===== config.mk =====
export PLATFORM = sky130hd
export DESIGN_NAME = slr_div
export DESIGN_NICKNAME = d
export VERILOG_FILES = /design/src/rtl/core/spectrum_line_resampler_macros.svh /design/src/rtl/core/slr_pkg.sv /design/src/rtl/core/slr_div.sv
export SDC_FILE = /design/constraint.sdc
export NUM_CORES = 1
export LEC_CHECK = 0
export BUFFER_PORTS_ARGS = -buffer_cell sky130_fd_sc_hd__buf_2
export CORE_MARGIN = 4
export CORE_UTILIZATION = 45
export CTS_CLUSTER_DIAMETER = 80
export DETAILED_ROUTE_END_ITERATION = 8
export PLACE_DENSITY_LB_ADDON = 0.25
export SYNTH_ARGS = -nofsm -noshare
export SYNTH_HDL_FRONTEND = slang
export SYNTH_SLANG_ARGS = --single-unit

===== constraint.sdc =====
create_clock -name clk -period 8.1 [get_ports clk]
set_input_delay 0.81 -clock clk [delete_from_list [all_inputs] [get_ports clk]]
set_output_delay 0.81 -clock clk [all_outputs]
set_load 0.02 [all_outputs]

===== src/rtl/core/spectrum_line_resampler_macros.svh =====
// spectrum_line_resampler_macros.svh: assertion macros for the resampler rtl
// depends on: nothing; included by the modules that carry assertions
`ifndef SPECTRUM_LINE_RESAMPLER_MACROS_SVH
`define SPECTRUM_LINE_RESAMPLER_MACROS_SVH

// same-cycle implication, checked on every rising edge outside reset
`define SLR_ASSERT_NOW(label, clk, rst, ante, cons) \
  label: assert property (@(posedge clk) disable iff (rst) (ante) |-> (cons)) \
    else $error("assertion failed");

// next-cycle implication, checked on every rising edge outside reset
`define SLR_ASSERT_NEXT(label, clk, rst, ante, cons) \
  label: assert property (@(posedge clk) disable iff (rst) (ante) |=> (cons)) \
    else $error("assertion failed");

`endif


===== src/rtl/core/slr_pkg.sv =====
// slr_pkg: widths, register codes and reset values for the line resampler
// depends on: nothing
package slr_pkg;

  localparam int SRC_BITS     = 11;
  localparam int PTS_BITS     = 13;
  localparam int COL_BITS     = 12;
  localparam int BIN_IDX_BITS = 10;

  localparam int MAX_BINS_DEF   = 1024;
  localparam int LEVEL_BITS_DEF = 16;

  // register codes, taken from paddr bit 2
  localparam logic REG_SOURCE = 1'b0;
  localparam logic REG_POINT  = 1'b1;

  // item codes
  localparam logic OP_LOAD = 1'b0;
  localparam logic OP_REQ  = 1'b1;

  localparam logic [SRC_BITS-1:0] SOURCE_RST = SRC_BITS'(1024);
  localparam logic [PTS_BITS-1:0] POINT_RST  = PTS_BITS'(1024);

endpackage


===== src/rtl/core/slr_div.sv =====
// slr_div: pipelined restoring divider, one quotient bit per register stage
// depends on: slr_pkg; quotient must be known to fit in QUO_W bits
module slr_div import slr_pkg::*; #(
  parameter int DEN_W  = PTS_BITS,
  parameter int QUO_W  = 10,
  parameter int SIDE_W = 8
) (
  input  logic                     clk,
  input  logic                     rst,
  input  logic                     en,
  input  logic                     in_vld,
  input  logic [DEN_W+QUO_W-1:0]   num,
  input  logic [DEN_W-1:0]         den,
  input  logic [SIDE_W-1:0]        in_side,
  output logic                     out_vld,
  output logic [QUO_W-1:0]         quo,
  output logic [DEN_W-1:0]         rem,
  output logic [SIDE_W-1:0]        out_side
);

  logic              vld   [0:QUO_W];
  logic [DEN_W-1:0]  prem  [0:QUO_W];
  logic [QUO_W-1:0]  low   [0:QUO_W];
  logic [QUO_W-1:0]  pquo  [0:QUO_W];
  logic [SIDE_W-1:0] side  [0:QUO_W];

  // entry stage: upper bits form the first partial remainder
  always_ff @(posedge clk) begin
    if (rst) begin
      vld[0] <= 1'b0;
    end else if (en) begin
      vld[0] <= in_vld;
    end
  end

  always_ff @(posedge clk) begin
    if (en) begin
      prem[0] <= num[DEN_W+QUO_W-1:QUO_W];
      low[0]  <= num[QUO_W-1:0];
      pquo[0] <= '0;
      side[0] <= in_side;
    end
  end

  // one compare and subtract per stage
  for (genvar k = 0; k < QUO_W; k++) begin : g_step
    logic [DEN_W:0]   trial;
    logic             fits;
    logic [DEN_W-1:0] rem_next;

    always_comb begin
      trial    = {prem[k], low[k][QUO_W-1]};
      fits     = trial >= {1'b0, den};
      rem_next = fits ? DEN_W'(trial - {1'b0, den}) : trial[DEN_W-1:0];
    end

    always_ff @(posedge clk) begin
      if (rst) begin
        vld[k+1] <= 1'b0;
      end else if (en) begin
        vld[k+1] <= vld[k];
      end
    end

    always_ff @(posedge clk) begin
      if (en) begin
        prem[k+1] <= rem_next;
        low[k+1]  <= low[k] << 1;
        pquo[k+1] <= (pquo[k] << 1) | QUO_W'(fits);
        side[k+1] <= side[k];
      end
    end
  end

  assign out_vld  = vld[QUO_W];
  assign quo      = pquo[QUO_W];
  assign rem      = prem[QUO_W];
  assign out_side = side[QUO_W];

endmodule


==> metrics, run 1 <==
status finished, final reports clean; unrepaired setup endpoints after global routing false; clk_lat worst skew 0.53 ns; most used cell, CP a21o_1; total gr overflow 0; Syn Nets 1,542; CP bufs+invs 2; Pwr Density 360 mW/mm^2; Hold Fails Final Rpt 0; endpoints failing setup 0; placed cell count 1,946; Sink Count 352; CP Launch Type input port; die height 210 um; DP HPWL 23.1 mm; vias 11,100; Tot GR Track Use 14.6%; Total Nets Final 1,650; Cell Area, Synth 0.0183 mm^2; H-tree depth 2; clock slew at reported path FFs 0.06 ns; initial core utilization 45.8%; Syn Area/Cell 13.5 um^2; DP Worst Slack 3.69 ns; post_cts resized 0; worst-path cell chain buf_2 > inv_1 > ha_1 > a21o_1 > a21o_1 > a21oi_1 > o21a_1 > o311ai_1 > a311oi_4 > mux2_2; M1 GR Usage 16.7%; Worst Hold Depth 0; min-delay src low[2][8]; instance count of the mapped netlist 1,354; Leakage 7.84 nW; FP Rows 73; Die Area 0.0440 mm^2; hold slack 0.414 ns; Top delay family on crit path compound AO/OA/AOI/OAI gates; drt wl/cell 16.4 um; Final Max Tran Viols 0; #FFs+latches synth 352; vias in the first global route 11,500; Worst IR Drop VDD 0.183 mV; critical path endpoint category flop; Placed Area 0.0193 mm^2; Worst Path Required 8.37 ns; sequential cell area fraction in the yosys report 57.7%; post-synth cell types 69; Layout area overhead 12.2%; via/cell ratio 5.49; share of post-route cells with drive strength above 1 17.1%; Worst R2R Start low[9][9]; Design Area, Final 0.0206 mm^2; WP depth 10; I/O pins 80; first-pass GRT wire length 53.6 mm; final WL 33.0 mm; initial DRC count 587; Post-synth ARST share 0%; Fin Setup TNS 0 ns; CP Launch Point den[7]; met2 GRT Util 26.8%; Worst EP arrival 4.09 ns; Crit-path slowest cell a311oi_4; Layout Utilization 51.4%; worst hold path class flop to flop; Remaining DRCs 0; antenna violations before repair 0; Worst slew margin 23.4%; Peak Freq 262 MHz; setup ws final 4.28 ns; Antenna diodes 0; crit-path max FO 14; YS warnings 0; cts bufs inserted 39; post-route ant nets 0; Buffers on Ports 79; total power 7.41 mW; hold_buf cts 0; Max Cap Violations 0; Final min period 3.82 ns; Slew @ Worst Pin 1.14 ns; max incr delay on CP 0.80 ns; busiest grt layer met2; fin crit share 47.2%; largest net degree at the start of global routing 145; clk_skew 0.0117 ns; routability congestion estimate 0.927; dominant synthesized flop cell edfxtp_1; reg2reg path depth 10; die width 210 um; post-route insts no fill 2,016; root buffer cell clkbuf_16; number of enable flip-flop cells after synthesis 352; CTS tree built; core area 0.0400 mm^2; Initial DRT Pass Iterations 4; CTS max path bufs 3; post-CTS setup buffer count 0; critical path class input port to flop; GRT met3 Usage 2.45%
kinds of logic (layout without fill, tap and decap cells):
| logic type | count (synthesis) | in the layout | share of synthesized area [%] |
|---|---|---|---|
| adder cells (fa/ha/maj) | 140 | 140 | 9.97 |
| flip-flops | 352 | 352 | 57.7 |
| buffers and inverters | 79 | 216 | 1.80 |
| AO/OA/AOI/OAI | 301 | 301 | 11.5 |
| multiplexers | 126 | 126 | 7.60 |
| XOR/XNOR | 81 | 81 | 3.87 |
| AND/OR/NAND/NOR | 275 | 275 | 7.60 |
layout make-up:
type                    count  area [um^2]
clock buffers              49         1030
flip-flops and latches    352        10600
repair buffers             83          448
multi-input cells         923         7430
inverters                  63          236
fillers                  3348        19400
well taps                 525          657
clock inverters            21          198
synthesized netlist by cell type, drive strengths merged (7+ instances only):
master | n | area share, %
edfxtp | 352 | 58
ha | 130 | 8.9
mux2 | 102 | 6.3
a21oi | 73 | 2.0
nor2 | 67 | 1.4
inv | 63 | 1.3
o21ai | 60 | 1.7
nand2 | 55 | 1.1
xnor2 | 47 | 2.2
xor2 | 34 | 1.6
nor3 | 32 | 0.87
o21a | 32 | 1.3
a21o | 30 | 1.2
nor2b | 25 | 0.85
mux2i | 24 | 1.3
a211oi | 19 | 0.86
nand3 | 18 | 0.49
and2 | 16 | 0.55
nand4 | 13 | 0.44
nand2b | 11 | 0.38
a21boi | 10 | 0.41
fa | 10 | 1.1
buf | 9 | 0.36
o211ai | 9 | 0.37
o31a | 9 | 0.43
o31ai | 9 | 0.50
or3 | 9 | 0.31
and3 | 7 | 0.24
clkbuf | 7 | 0.14
nor4 | 7 | 0.32
per-layer routing:
layer	up-vias	routed length, um
met4	0	1140
met5	-	0
li1	5443	-
met1	5340	13600
met3	80	1230
met2	196	17000
sequential cells by signal, summed over array words and instances, names as in the netlist:
name / flops
low: 55
pquo: 55
vld: 11
prem: 143
side: 88
final timing paths:
check / endpoint / slack [ns]
max: prem[10][6] / 4.28
min reg2reg: low[3][9] / 0.41
min: low[3][9] / 0.41
max reg2reg: prem[10][6] / 4.56
cell usage in the layout, fill, tap and decap left out, types with 18 or more instances in the layout:
cell type  Yosys  layout
o21a_1        32      32
xnor2_1       47      47
a21o_1        30      30
clkbuf_16      0      40
mux2i_1       24      24
a21oi_1       71      71
nand3_1       18      18
mux2_2        95      95
nand2_1       55      55
inv_1         63      63
buf_2          5      78
edfxtp_1     352     352
ha_1         130     130
o21ai_0       52      52
nor3_1        32      32
nor2_1        67      67
nor2b_1       25      25
xor2_1        34      34
power breakdown:
group | switching, mW | leakage (nW) | internal [mW]
Combinational | 1.53 | 3.80 | 1.42
Clock | 0.699 | 0.594 | 1.00
Sequential | 0.172 | 3.45 | 2.59
Total | 2.40 | 7.84 | 5.01
(Power assumes the default switching activity.)
==> inputs of run 2 (changes only) <==
==> constraint.sdc (replaced) <==
create_clock -name clk -period 3.7 [get_ports clk]
set_input_delay 0.37 -clock clk [delete_from_list [all_inputs] [get_ports clk]]
set_output_delay 0.37 -clock clk [all_outputs]
set_load 0.02 [all_outputs]
==> run 2 against run 1 <==
Compared with the run above: register-to-register slack got worse by 3.9 ns; sequential share of layout area decreased by 1.5 points; worst setup slack got worse by 3.6 ns; power increased by 120%; global-route usage increased by 0.89 points; largest cell class unchanged.
==> metrics, run 2 (synthesis gave the netlist of run 1 again) <==
drt wl/cell 16.5 um; initial DRC count 508; via/cell ratio 5.44; cts bufs inserted 40; die height 210 um; Die Area 0.0440 mm^2; root buffer cell clkbuf_16; FILL cells 3,330; FP Rows 73; Buffers on Ports 79; Pwr Density 783 mW/mm^2; Hold Fails Final Rpt 0; largest registers prem x143, side x88; critical path class flop to flop; first-pass GRT wire length 55.8 mm; I/O pins 80; most flop-heavy register prem; Seq pwr share 36.5%; Worst slew margin 41.0%; Worst IR Drop VDD 0.441 mV; Final min period 3.03 ns; post-route ant nets 0; Int Pwr 11.3 mW; Leakage 8.17 nW; die width 210 um; clock slew at reported path FFs 0.06 ns; status finished, final reports clean; Antenna diodes 0; switching part of the total 32.1%; Slew @ Worst Pin 0.883 ns; Initial DRT Pass Iterations 5; Layout area overhead 15.6%; fin crit share 81.8%; final WL 34.3 mm; Comb pwr share 40.1%; crit-path max FO 14; largest net degree at the start of global routing 100; unrepaired setup endpoints after global routing false; DP HPWL 24.2 mm; post-CTS setup buffer count 0; endpoints failing setup 0; Clk pwr share 23.5%; clk_skew 0.0147 ns; hold slack 0.120 ns; post_cts resized 0; Worst Path Required 3.98 ns; total power 16.6 mW; antenna violations before repair 0; critical path endpoint category flop; Sw Pwr 5.33 mW; Max Cap Violations 0; CTS max path bufs 3; max FFs per register 143; clk_lat worst skew 0.55 ns; Total Nets Final 1,712; Sink Count 352; core area 0.0400 mm^2; commonest non-fill, non-tap cells in the layout edfxtp_1, ha_1, mux2_2, buf_2, a21oi_1; routability congestion estimate 0.887; H-tree depth 2; Peak Freq 330 MHz; CTS tree built; Remaining DRCs 0; vias in the first global route 11,700; initial core utilization 45.8%; total gr overflow 0; vias 11,300; worst hold path class input port to flop; Worst EP arrival 3.31 ns; most common cell after layout, fill and taps aside edfxtp_1; CP Launch Type flop; share of post-route cells with drive strength above 1 18.6%; Fin Setup TNS 0 ns; Tot GR Track Use 15.4%; reg-to-reg slack, setup 0.67 ns; Final Max Tran Viols 0
-- run 2: final timing paths --
path | startpoint | end | cells past startpoint
hold / removal | in_vld | vld[0][0] | 2
hold reg to reg | side[6][3] | side[7][3] | 0
setup / recovery | low[7][9] | prem[8][5] | 11
setup reg to reg | low[7][9] | prem[8][5] | 11
-- run 2: final cells by class --
cell class                 instances  area [um^2]  share of cell area, %
tap                              525          657                   3.10
sequential                       352        10600                   49.9
clock inverter                    23          253                   1.19
inverter                          63          236                   1.12
timing repair buffer             144          996                   4.70
multi-input combinational        923         7430                   35.1
clock buffer                      50         1040                   4.90
-- run 2: critical path: stages (launching register included) --
cell	delay [ns]
edfxtp_1	0.36
inv_1	0.08
ha_1	0.19
fa_1	0.22
nor2b_1	0.07
o31a_1	0.27
o21ai_0	0.37
o211ai_1	0.20
a21oi_1	0.24
o21a_1	0.16
buf_4	0.22
mux2_2	0.37
-- run 2: power by group through the flow --
stage	Clock, mW	Sequential [mW]	Combinational, mW
final	3.89	6.05	6.64
after global routing	4.18	6.14	7.35
after CTS	4.02	6.06	6.63
after detailed placement	0	6.13	6.55
after global placement	0	6.12	6.39
after floorplan	0	6.10	5.11
-- run 2: layer usage --
layer / share of wire (%) / track usage [%] / wire (um)
met2: 53 / 28.7 / 18100
met1: 40 / 17.5 / 13700
met4: 3.4 / 6.48 / 1180
met3: 3.8 / 2.59 / 1290
met5: 0 / 0 / 0
-- run 2: stage by stage --
step,worst slack [ns],util [%],std cells,area (um^2)
final,0.672,52.9,2080,21200
after global routing,0.520,52.9,2080,21200
after CTS,0.650,52.9,2080,21200
after detailed placement,0.125,48.9,1976,19600
after global placement,0.164,48.9,1976,19600
after floorplan,0.740,-,1354,18300
-- run 2: repair_timing --
action,in CTS,in global routing
hold buffers,31,0
hold endpoints to repair,31,0
endpoints found under the setup margin,0,0
